### src/design/msbs_pkg.sv
// shared constants, types and codes for the multi-signature byte scanner
package msbs_pkg;

  // default sizes
  localparam int NUM_SIGS_DEF       = 8;
  localparam int MAX_SIG_LEN_DEF    = 32;
  localparam int MAX_SCAN_BYTES_DEF = 16384;

  // slots reachable through the slot field
  localparam int ADDR_SLOTS = 8;

  // payload field widths
  localparam int MODE_W   = 3;
  localparam int SLOT_W   = 3;
  localparam int INDEX_W  = 5;
  localparam int BYTE_W   = 8;
  localparam int LEN_W    = 6;
  localparam int OFFSET_W = 14;

  // item modes
  typedef enum logic [MODE_W-1:0] {
    MODE_CLEAR_TABLE = 3'd0,
    MODE_SET_LENGTH  = 3'd1,
    MODE_LOAD_BYTE   = 3'd2,
    MODE_NEW_FILE    = 3'd3,
    MODE_SCAN_BYTE   = 3'd4
  } mode_t;

  // control broadcast to every cell of the chain
  typedef struct packed {
    logic              step;       // advance the partial match bits with feed
    logic              fake;       // fed byte lies before the file start
    logic              shift;      // move the window one cell along
    logic              clear_win;  // zero the window
    logic              clear_m;    // zero the partial match bits
    logic              wr_en;      // write one signature byte
    logic [SLOT_W-1:0] wr_slot;
    logic [INDEX_W-1:0] wr_index;
    logic [BYTE_W-1:0] wr_data;
    logic [BYTE_W-1:0] feed;       // byte matched this cycle
  } cell_ctrl_t;

endpackage

### src/design/msbs_cell.sv
// one cell of the matching chain: a window byte, one signature column, partial match bits
module msbs_cell #(
  parameter int NS       = msbs_pkg::ADDR_SLOTS,
  parameter int CELL_IDX = 0
) (
  input  logic                        clk,
  input  logic                        rst,
  input  msbs_pkg::cell_ctrl_t        ctrl,
  input  logic [msbs_pkg::BYTE_W-1:0] byte_in,
  input  logic [NS-1:0]               m_in,
  output logic [msbs_pkg::BYTE_W-1:0] byte_out,
  output logic [NS-1:0]               m_out,
  output logic [NS-1:0]               m_upd
);
  import msbs_pkg::*;

  logic [BYTE_W-1:0] win;
  logic [BYTE_W-1:0] sig [NS];
  logic [NS-1:0]     m;

  // prefix of length CELL_IDX+1 matched ending at the fed byte
  always_comb begin
    m_upd = m;
    if (ctrl.step) begin
      for (int s = 0; s < NS; s++) begin
        m_upd[s] = !ctrl.fake && m_in[s] && (ctrl.feed == sig[s]);
      end
    end else if (ctrl.clear_m) begin
      m_upd = '0;
    end
  end

  always_ff @(posedge clk) begin
    if (rst) begin
      win <= '0;
      m   <= '0;
    end else begin
      m <= m_upd;
      if (ctrl.shift) begin
        win <= byte_in;
      end else if (ctrl.clear_win) begin
        win <= '0;
      end
    end
  end

  // signature column, undefined until loaded
  always_ff @(posedge clk) begin
    if (ctrl.wr_en && (32'(ctrl.wr_index) == CELL_IDX)) begin
      for (int s = 0; s < NS; s++) begin
        if (32'(ctrl.wr_slot) == s) begin
          sig[s] <= ctrl.wr_data;
        end
      end
    end
  end

  assign byte_out = win;
  assign m_out    = m;

endmodule

### src/design/msbs_report.sv
// holds the hits of one scanned byte and sends them out highest slot first
module msbs_report #(
  parameter int NS    = msbs_pkg::ADDR_SLOTS,
  parameter int CNT_W = 15
) (
  input  logic                                clk,
  input  logic                                rst,
  input  logic                                load,
  input  logic [NS-1:0]                       hits_in,
  input  logic [CNT_W-1:0]                    count_in,
  input  logic [NS-1:0][msbs_pkg::LEN_W-1:0]  lens,
  input  logic                                out_stall,
  output logic                                out_valid,
  output logic                                busy,
  output logic [msbs_pkg::OFFSET_W-1:0]       match_offset,
  output logic [msbs_pkg::SLOT_W-1:0]         match_slot,
  output logic [msbs_pkg::LEN_W-1:0]          match_length,
  output logic                                last
);
  import msbs_pkg::*;

  localparam int DW = (CNT_W > OFFSET_W) ? CNT_W : OFFSET_W;

  logic [NS-1:0]    hits;
  logic [CNT_W-1:0] cnt;
  logic [NS-1:0]    sel_mask;
  logic [LEN_W-1:0] sel_len;
  logic [DW-1:0]    diff;

  // highest pending slot
  always_comb begin
    match_slot = '0;
    sel_mask   = '0;
    sel_len    = '0;
    for (int s = 0; s < NS; s++) begin
      if (hits[s]) begin
        match_slot = SLOT_W'(s);
        sel_mask   = NS'(1) << s;
        sel_len    = lens[s];
      end
    end
  end

  assign diff         = DW'(cnt) - DW'(sel_len);
  assign match_offset = diff[OFFSET_W-1:0];
  assign match_length = sel_len;
  assign last         = (hits & ~sel_mask) == '0;
  assign out_valid    = |hits;
  assign busy         = |hits;

  always_ff @(posedge clk) begin
    if (rst) begin
      hits <= '0;
    end else if (load) begin
      hits <= hits_in;
    end else if (out_valid && !out_stall) begin
      hits <= hits & ~sel_mask;
    end
  end

  always_ff @(posedge clk) begin
    if (load) begin
      cnt <= count_in;
    end
  end

endmodule

### src/design/multi_signature_byte_scanner_top.sv
// top level of the multi-signature byte scanner
// Scans a file byte stream for up to eight signatures loaded beforehand. Each signature
// position is a cell in a chain; every cell keeps one window byte, the signature bytes of
// that position for all slots, and one partial-match bit per slot (the signature prefix
// ending there has matched the most recent bytes). A scanned byte moves all bits one cell
// along. For a byte with matches the report unit sends one transfer per match, highest
// slot first, with last set on the final one; intake waits during that burst. Loading a
// signature byte while the byte count is nonzero rebuilds the partial-match bits by
// rotating the window once around the chain, during which no item is taken; loads made
// right after reset or a new-file item need no rebuild. Table clear, slot length and
// new-file items never stall intake. Bytes past MAX_SCAN_BYTES in one file are dropped.
module multi_signature_byte_scanner_top #(
  parameter int NUM_SIGS       = msbs_pkg::NUM_SIGS_DEF,
  parameter int MAX_SIG_LEN    = msbs_pkg::MAX_SIG_LEN_DEF,
  parameter int MAX_SCAN_BYTES = msbs_pkg::MAX_SCAN_BYTES_DEF
) (
  input  logic                          clk,
  input  logic                          rst,
  // item channel
  input  logic                          in_valid,
  output logic                          in_stall,
  input  logic [msbs_pkg::MODE_W-1:0]   mode,
  input  logic [msbs_pkg::SLOT_W-1:0]   slot,
  input  logic [msbs_pkg::INDEX_W-1:0]  byte_index,
  input  logic [msbs_pkg::BYTE_W-1:0]   data_byte,
  input  logic [msbs_pkg::LEN_W-1:0]    sig_length,
  // report channel
  output logic                          out_valid,
  input  logic                          out_stall,
  output logic [msbs_pkg::OFFSET_W-1:0] match_offset,
  output logic [msbs_pkg::SLOT_W-1:0]   match_slot,
  output logic [msbs_pkg::LEN_W-1:0]    match_length,
  output logic                          last
);
  import msbs_pkg::*;

  // only slots the slot field can reach take part
  localparam int NS    = (NUM_SIGS < ADDR_SLOTS) ? NUM_SIGS : ADDR_SLOTS;
  localparam int CNT_W = $clog2(MAX_SCAN_BYTES + 1);
  localparam int AGE_W = (MAX_SIG_LEN > 1) ? $clog2(MAX_SIG_LEN) : 1;

  cell_ctrl_t ctrl;

  logic [BYTE_W-1:0] win   [MAX_SIG_LEN];
  logic [NS-1:0]     m_cur [MAX_SIG_LEN];
  logic [NS-1:0]     m_upd [MAX_SIG_LEN];

  logic [NS-1:0][LEN_W-1:0] lens;
  logic [CNT_W-1:0]         count;
  logic [CNT_W-1:0]         count_next;

  // window rebuild after a signature byte load
  logic             replay;
  logic [AGE_W-1:0] age;

  logic          accept;
  logic          busy;
  logic          scan_ok;
  logic          wr_ok;
  logic          report_load;
  logic [NS-1:0] hits;
  logic [LEN_W-1:0] len_sat;

  assign accept  = in_valid && !in_stall;
  assign in_stall = replay || busy;

  assign scan_ok = 32'(count) < MAX_SCAN_BYTES;
  assign wr_ok   = (32'(slot) < NS) && (32'(byte_index) < MAX_SIG_LEN);
  assign len_sat = (32'(sig_length) > MAX_SIG_LEN) ? LEN_W'(MAX_SIG_LEN) : sig_length;
  assign count_next = count + CNT_W'(1);

  // chain control
  always_comb begin
    ctrl          = '0;
    ctrl.wr_slot  = slot;
    ctrl.wr_index = byte_index;
    ctrl.wr_data  = data_byte;
    ctrl.feed     = data_byte;
    report_load   = 1'b0;
    if (replay) begin
      // oldest byte first; bytes older than the file start only clear the bits
      ctrl.step  = 1'b1;
      ctrl.shift = 1'b1;
      ctrl.fake  = !(32'(age) < 32'(count));
      ctrl.feed  = win[MAX_SIG_LEN-1];
    end else if (accept) begin
      case (mode)
        MODE_SCAN_BYTE: begin
          if (scan_ok) begin
            ctrl.step   = 1'b1;
            ctrl.shift  = 1'b1;
            report_load = |hits;
          end
        end
        MODE_NEW_FILE: begin
          ctrl.clear_win = 1'b1;
          ctrl.clear_m   = 1'b1;
        end
        MODE_LOAD_BYTE: begin
          if (wr_ok) begin
            ctrl.wr_en   = 1'b1;
            ctrl.clear_m = count != '0;
          end
        end
        default: begin
        end
      endcase
    end
  end

  // the chain
  for (genvar j = 0; j < MAX_SIG_LEN; j++) begin : g_cell
    logic [BYTE_W-1:0] byte_in;
    logic [NS-1:0]     m_in;
    if (j == 0) begin : g_head
      assign byte_in = ctrl.feed;
      assign m_in    = '1;
    end else begin : g_link
      assign byte_in = win[j-1];
      assign m_in    = m_cur[j-1];
    end
    msbs_cell #(
      .NS       (NS),
      .CELL_IDX (j)
    ) u_cell (
      .clk      (clk),
      .rst      (rst),
      .ctrl     (ctrl),
      .byte_in  (byte_in),
      .m_in     (m_in),
      .byte_out (win[j]),
      .m_out    (m_cur[j]),
      .m_upd    (m_upd[j])
    );
  end

  // a slot hits when the cell at its length holds a full prefix match
  always_comb begin
    hits = '0;
    for (int s = 0; s < NS; s++) begin
      for (int j = 0; j < MAX_SIG_LEN; j++) begin
        if (m_upd[j][s] && (32'(lens[s]) == j + 1)) begin
          hits[s] = 1'b1;
        end
      end
    end
  end

  // slot lengths, byte count and rebuild sequencer
  always_ff @(posedge clk) begin
    if (rst) begin
      lens   <= '0;
      count  <= '0;
      replay <= 1'b0;
      age    <= '0;
    end else if (replay) begin
      age <= age - AGE_W'(1);
      if (age == '0) begin
        replay <= 1'b0;
      end
    end else if (accept) begin
      case (mode)
        MODE_CLEAR_TABLE: begin
          lens <= '0;
        end
        MODE_SET_LENGTH: begin
          for (int s = 0; s < NS; s++) begin
            if (32'(slot) == s) begin
              lens[s] <= len_sat;
            end
          end
        end
        MODE_LOAD_BYTE: begin
          if (wr_ok && (count != '0)) begin
            replay <= 1'b1;
            age    <= AGE_W'(MAX_SIG_LEN - 1);
          end
        end
        MODE_NEW_FILE: begin
          count <= '0;
        end
        MODE_SCAN_BYTE: begin
          if (scan_ok) begin
            count <= count_next;
          end
        end
        default: begin
        end
      endcase
    end
  end

  msbs_report #(
    .NS    (NS),
    .CNT_W (CNT_W)
  ) u_report (
    .clk          (clk),
    .rst          (rst),
    .load         (report_load),
    .hits_in      (hits),
    .count_in     (count_next),
    .lens         (lens),
    .out_stall    (out_stall),
    .out_valid    (out_valid),
    .busy         (busy),
    .match_offset (match_offset),
    .match_slot   (match_slot),
    .match_length (match_length),
    .last         (last)
  );

endmodule

### config.mk
export PLATFORM = sky130hd
export DESIGN_NAME = multi_signature_byte_scanner_top
export DESIGN_NICKNAME = d
export VERILOG_FILES = /design/src/design/msbs_pkg.sv /design/src/design/msbs_cell.sv /design/src/design/msbs_report.sv /design/src/design/multi_signature_byte_scanner_top.sv
export SDC_FILE = /design/constraint.sdc
export NUM_CORES = 2
export LEC_CHECK = 0
export BUFFER_PORTS_ARGS = -buffer_cell sky130_fd_sc_hd__buf_4
export CORE_MARGIN = 3
export CORE_UTILIZATION = 58
export CTS_BUF_LIST = sky130_fd_sc_hd__clkbuf_2
export DETAILED_ROUTE_END_ITERATION = 8
export MAX_ROUTING_LAYER = met4
export PLACE_DENSITY = 0.79
export SLEW_MARGIN = 20
export SYNTH_ARGS = -nofsm -noshare
export SYNTH_HDL_FRONTEND = slang
export SYNTH_SLANG_ARGS = --single-unit
export TNS_END_PERCENT = 100
### constraint.sdc
create_clock -name clk -period 11.4 [get_ports clk]
set_clock_uncertainty 0.1 [all_clocks]
set_input_delay 1.71 -clock clk [delete_from_list [all_inputs] [get_ports clk]]
set_output_delay 1.71 -clock clk [all_outputs]
set_load 0.05 [all_outputs]
Word-level counts from Yosys, hierarchy flattened. Memory sizes are Yosys's and may differ from the RTL's. Index checks and enable logic that the tools add are counted.

Bits of input ports: 29. Bits in latches: 0. Bits in writable memories: 2048. Memory bits (read-only): 0. Output and inout bits: 26. Flip-flop bits (word level): 603. Memories kept: 32.

Memory list: g_cell[0].u_cell.sig (words 8, width 8, rd ports 8, clocked after memory_dff 0, wr ports 1, line msbs_cell.sv:18) `logic [BYTE_W-1:0] sig [NS];`; g_cell[10].u_cell.sig (words 8, width 8, rd ports 8, clocked after memory_dff 0, wr ports 1, line msbs_cell.sv:18); g_cell[11].u_cell.sig (words 8, width 8, rd ports 8, clocked after memory_dff 0, wr ports 1, line msbs_cell.sv:18); g_cell[12].u_cell.sig (words 8, width 8, rd ports 8, clocked after memory_dff 0, wr ports 1, line msbs_cell.sv:18); g_cell[13].u_cell.sig (words 8, width 8, rd ports 8, clocked after memory_dff 0, wr ports 1, line msbs_cell.sv:18); g_cell[14].u_cell.sig (words 8, width 8, rd ports 8, clocked after memory_dff 0, wr ports 1, line msbs_cell.sv:18); +26 memories.

Bitwise operators: 3. Magnitude comparators: 3. Reduce and logical (&&, ||, !) cells: 1048. Mux-type cells: 1607. Divide/modulo/power cells: 0. Shifts and indexed selects: 0. Add/subtract/negate cells: 3. Equality and inequality tests: 563. Multipliers: 0.

Operators by type and width (count): 8-bit 2-to-1 mux (325); 8-bit equality test (256); 8-bit OR reduction (226); 1-bit 2-to-1 mux (1019); 1-bit logical AND (794); 6-bit by 5-bit equality test with 1-bit output, second input constant (128); 3-bit 2-to-1 mux (230); 6-bit by 4-bit equality test with 1-bit output, second input constant (64); 6-bit by 3-bit equality test with 1-bit output, second input constant (32); 6-bit 2-to-1 mux (18); 6-bit by 2-bit equality test with 1-bit output, second input constant (16); 48-bit case mux with 2 select lines (1); 5-bit equality test, second input constant (16); 6-bit by 1-bit equality test with 1-bit output, second input constant (8); 6-bit equality test, second input constant (8); 5-bit by 4-bit equality test with 1-bit output, second input constant (8); 4-bit AND reduction (9); 15-bit case mux with 2 select lines (1); 5-bit 2-to-1 mux (5); 5-bit by 3-bit equality test with 1-bit output, second input constant (4); 2-bit != test, second input constant (9); 15-bit by 1-bit adder with 15-bit output, second input constant (1); 3-bit equality test, second input constant (5); 15-bit less-than comparator, second input constant (1); other kinds (24) (43).

Longest topological paths before layout.
Depth after elaboration: 47. Gate-level depth with buffers: 19. Gate-level depth less buffers: 19.

Cells and area by module. From an unflattened synthesis, not the netlist that was laid out.

Cell total of the unflattened synthesis: 9492. Area, all modules: 120081.4 sq um.

Modules (own cells, without submodules): msbs_cell at g_cell[11].u_cell ... (instances 8, cells an instance 263, area an instance 3502.1 sq um, sequential area each 2242.2 sq um); msbs_cell at g_cell[10].u_cell ... (instances 4, cells an instance 267, area an instance 3524.6 sq um, sequential area each 2242.2 sq um); msbs_cell at g_cell[17].u_cell ... (instances 4, cells an instance 267, area an instance 3518.4 sq um, sequential area each 2242.2 sq um); msbs_cell at g_cell[15].u_cell ... (instances 3, cells an instance 256, area an instance 3435.8 sq um, sequential area each 2242.2 sq um); msbs_cell at g_cell[1].u_cell ... (instances 2, cells an instance 265, area an instance 3524.6 sq um, sequential area each 2242.2 sq um); msbs_cell at g_cell[4].u_cell ... (instances 2, cells an instance 265, area an instance 3503.4 sq um, sequential area each 2242.2 sq um); msbs_cell at g_cell[23].u_cell ... (instances 2, cells an instance 257, area an instance 3438.3 sq um, sequential area each 2242.2 sq um); multi_signature_byte_scanner_top (instances 1, cells an instance 831, area an instance 6287.3 sq um, sequential area each 1381.3 sq um); msbs_cell at g_cell[3].u_cell (instances 1, cells an instance 268, area an instance 3519.6 sq um, sequential area each 2242.2 sq um); msbs_cell at g_cell[12].u_cell (instances 1, cells an instance 268, area an instance 3518.4 sq um, sequential area each 2242.2 sq um); msbs_cell at g_cell[0].u_cell (instances 1, cells an instance 266, area an instance 3514.6 sq um, sequential area each 2242.2 sq um); msbs_cell at g_cell[31].u_cell (instances 1, cells an instance 268, area an instance 3512.1 sq um, sequential area each 2242.2 sq um); msbs_cell at g_cell[19].u_cell (instances 1, cells an instance 264, area an instance 3499.6 sq um, sequential area each 2242.2 sq um); msbs_cell at g_cell[16].u_cell (instances 1, cells an instance 264, area an instance 3498.4 sq um, sequential area each 2242.2 sq um); +2 rows.

Worst setup path after synthesis. OpenSTA, ideal clock, no wires.

Kind: register -> output. Start: register u_report.hits[1]. End: output match_offset[11] (netlist bit). Setup slack: 4.653 ns. Required time: 9.590 ns. Arrival time: 4.937 ns. Cell stages (with the launch flop): 17. Cells stage by stage: dfxtp_1 nor4b_1 a221oi_1 nor2_1 a21oi_1 o21ai_0 mux2i_1 o21ai_0 ha_1 inv_1 a21o_1 a21oi_1 o21ai_0 a21o_1 a21o_1 nor4_1 xor2_1.

Cells in the longest elaborated chain, start to end: 8.

Ends and longest elaborated chain: start: declaration (line msbs_report.sv:24) `logic [NS-1:0] hits;`; start signal: assignment (line msbs_report.sv:55) `hits <= hits_in;`; start signal: assignment (line msbs_report.sv:57) `hits <= hits & ~sel_mask;`; 6-bit 2-to-1 mux (7 in a row) (line msbs_report.sv:36) `if (hits[s]) begin`; named net match_length (one bit) (line multi_signature_byte_scanner_top.sv:32) `output logic [msbs_pkg::LEN_W-1:0] match_length,`; 14-bit by 6-bit subtractor with 14-bit output (line msbs_report.sv:44) `assign diff = DW'(cnt) - DW'(sel_len);`; end: declaration (line multi_signature_byte_scanner_top.sv:30) `output logic [msbs_pkg::OFFSET_W-1:0] match_offset,`.

The timed path passes the listed nets, and every way through them passes these cells.

Final worst setup path.
Start: register u_report.hits[2]. End: output match_offset[8] (netlist bit).

Cells in the longest elaborated chain, start to end: 7.

Ends and longest elaborated chain (line): 6-bit 2-to-1 mux (6 in a row) (msbs_report.sv:36); 14-bit by 6-bit subtractor with 14-bit output (msbs_report.sv:44).

Every way passes these cells.

==> results by group <==
Run status
  – Outcome: complete, no violations

Synth
  – Area contributors post-synth: edfxtp_1 54%, xnor2_1 15%, dfxtp_1 10%, nor2_1 2.7%, a22oi_1 2.0%
  – Synth top area share: 54.13%
  – Post-synth top flop: edfxtp_1
  – FF+latch count, synth: 2651
  – Compound-Gate Fraction of Synth Area: 5.090%
  – Syn_nets: 8773
  – Ys async rst share: 0%
  – YS warnings: 0
  – Post-Synth XOR/XNOR Area: 15.79%
  – Main combinational cell family by area after synthesis: XOR/XNOR gates
  – Mapped Area: 114400 um^2
  – Sequential fraction of the synthesis area: 64.44%
  – Post-Synth Simple-Gate Area: 10.74%
  – Leading area contributor after synthesis: edfxtp_1
  – Multiplexer share of the synthesized area: 0.8400%
  – Top post-synthesis cells by count: 2062 x edfxtp_1, 2013 x xnor2_1, 816 x nor2_1, 589 x dfxtp_1, 350 x nand2_1
  – Syn Inst Count: 8729
  – Adder-Cell Fraction of Synth Area: 0.1881%
  – Avg Synthesized Cell Area: 13.11 um^2
  – Count leader, synth: edfxtp_1
  – Post-synth EDFFs: 2062
  – Cell variety after synth: 93

Timing
  – Part of the cycle the worst path needs: 74.08%
  – Pins Over Slew Limit: 0
  – Setup TNS: 0 ps
  – Hold violation total from the final report: 0
  – Max Fclk: 0.1184 GHz
  – Final setup violation count: 0
  – Worst Max-Slew Pin Slew: 1298 ps
  – Slew HR: 13.46%
  – RSZ-0062 raised after global routing: false
  – Min Hold Slack: 240.3 ps
  – Min Tclk post-route: 8446 ps

GRT
  – Global route total overflow: 0
  – Vias in the first global route: 74520
  – Top Usage Layer GRT: met2
  – GRT Resource Usage Total: 32.39%
  – GRT met1 Usage: 40.59%
  – Met2 GRT Util: 48.52%
  – Largest net degree at the start of global routing: 258
  – Met3 usage: 7.973%
  – First-pass GRT wire length: 475.0 mm
  – Initial antenna violation count: 19

Route
  – ANT nets after route: 0
  – Via Count: 75590
  – DRT Pass-1 Iters: 8
  – DRT iter0 DRCs: 10180
  – Drt wl/cell: 26.66 um
  – Via-to-Cell Ratio: 6.194
  – WL final: 325.4 mm
  – Residual DRC count: 0

Floorplan
  – Die width: 450.1 um
  – Core Area: 195400 um^2
  – Initial Utilization: 58.54%
  – # IOs: 55
  – Die Y: 450.1 um
  – Die area: 202600 um^2
  – Num rows: 162

CTS
  – Post-CTS setup buffers: 0
  – CTS sink cnt: 2651
  – CTS buffer count: 653
  – Max H-tree Level: 6
  – Worst-path clk slew: 100 ps
  – Post-CTS sizing: 0
  – CTS tree: built
  – Post-CTS Hold Fix Bufs: 7
  – Worst skew pair latency: 1930 ps
  – Root buf cell: clkbuf_2
  – CTS Buffer Depth: 4

Cells and area
  – Area Growth Syn to Fin: 6.972%
  – Nets: 9091
  – Fin area: 122400 um^2
  – Layout cells sized above 1: 13.64%
  – Non-filler cells in the finished layout: 12200
  – Sequential Area: 73710 um^2
  – Area occupied by multi-input gates: 37510 um^2
  – Fillers: 14670

Flow run
  – Max cap viols: 0

Place
  – Area of placed instances: 116400 um^2
  – Port Buf Inserts: 54
  – DP Cell Count: 11010
  – DP HPWL: 180.4 mm
  – Routability cong.: 0.9565

Worst setup path
  – CP Launch Type: flop
  – Worst endpoint required time: 9590 ps
  – Crit path DAT: 6640 ps
  – Max Fanout on Critical Path: 14
  – CP Capture Type: output pin
  – CP Class: reg -> out

Pwr
  – Leakage: 38.05 nW
  – Pwr/cell area: 144.8 nW/um^2
  – Worst vdd ir: 0.1151 mV

Worst hold path
  – Worst hold path type: in -> reg
area by class of cell:
cell class,count,area share [%]
diodes,33,0.06748
multi-input cells,5506,30.65
clock buffers,998,4.082
repair buffers,198,1.474
flip-flops and latches,2651,60.24
clock inverters,157,0.6912
well taps,2624,2.683
inverters,37,0.1135
power by group:
| part | switching [W] | internal (W) |
|---|---|---|
| combinational | 0.000738 | 0.000298 |
| clock | 0.00378 | 0.00251 |
| sequential | 0.00000378 | 0.0104 |
layer usage:
| metal | wire, um | part of all wire [%] |
|---|---|---|
| met5 | 0 | 0 |
| met4 | 18790 | 5.8 |
| met2 | 148100 | 46 |
| met1 | 118300 | 36 |
| met3 | 40140 | 12 |
cell families (layout without fill, tap and decap cells):
| kind of cell | after synthesis | count (layout) |
|---|---|---|
| adders and majority gates | 17 | 17 |
| muxes | 85 | 85 |
| xor gates and xnor gates | 2063 | 2063 |
| other | 0 | 33 |
| DFF | 2651 | 2651 |
| AOI/OAI and AO/OA | 875 | 875 |
| buffers and inverters | 572 | 1390 |
| and+or+nand+nor | 2466 | 2466 |
placed cells by master, fill, tap and decap left out, types with 13 or more instances in the layout:
cell,count
edfxtp_1,2062
xnor2_1,2013
clkbuf_2,998
nor2_1,815
dfxtp_1,588
nand2_1,329
a22oi_1,306
nand4_1,303
nor4_1,280
nor3_1,273
a21oi_1,199
buf_4,162
nor2b_1,126
o21ai_0,124
clkinv_1,119
nand3_1,100
and2_1,74
mux2i_1,65
xor2_1,50
inv_1,36
diode_2,33
o21ai_1,33
and3_1,29
nand3b_1,23
a31oi_1,21
nand2_2,21
a221oi_1,19
nand2b_1,18
buf_12,18
inv_2,16
a32oi_1,16
nor4b_1,15
o22ai_1,14
ha_1,14
clkinv_2,13
registers in the layout, summed over array words and instances (netlist names):
register and flops:
count 15, lens 48, replay 1, age 5, g_cell.u_cell.m_out 256, g_cell.u_cell.sig 2048
u_report.cnt 14, u_report.hits 8, g_cell.u_cell.byte_out 256
worst paths after layout:
path,startpoint,endpoint,slack [ps],cells past startpoint
max,u_report.hits[2],match_offset[8],2950,20
min,data_byte[0],g_cell[24].u_cell.sig[0][16],240,1
max reg2reg,replay,u_report.cnt[12],4290,12
min reg2reg,g_cell[26].u_cell.byte_out[5],g_cell[27].u_cell.byte_out[5],370,2
critical path, stage by stage, from the launching register on:
cell and delay [ps]:
dfxtp_1 660, inv_1 220, and3_1 230, a21oi_1 110, nor2_1 60, a221oi_1 250, nor2_1 70, a21oi_1 240
o21ai_0 110, mux2i_1 300, o21ai_0 400, ha_1 410, fa_1 400, inv_1 70, a21oi_1 60, o21ai_0 290
a21o_1 180, a21o_1 190, nor3_1 80, xor2_1 170, buf_4 230
through the flow:
step                      total power (W)  worst slack (ps)  utilization [%]
after detailed placement          0.01162              4026            59.55
after global routing              0.01833              2674            62.62
after floorplan                   0.01125              4653                -
after global placement            0.01160              4112            59.54
final                             0.01772              2954            62.63
after CTS                         0.01776              2679            62.58
Note: power is estimated with default switching activity, not from simulation.
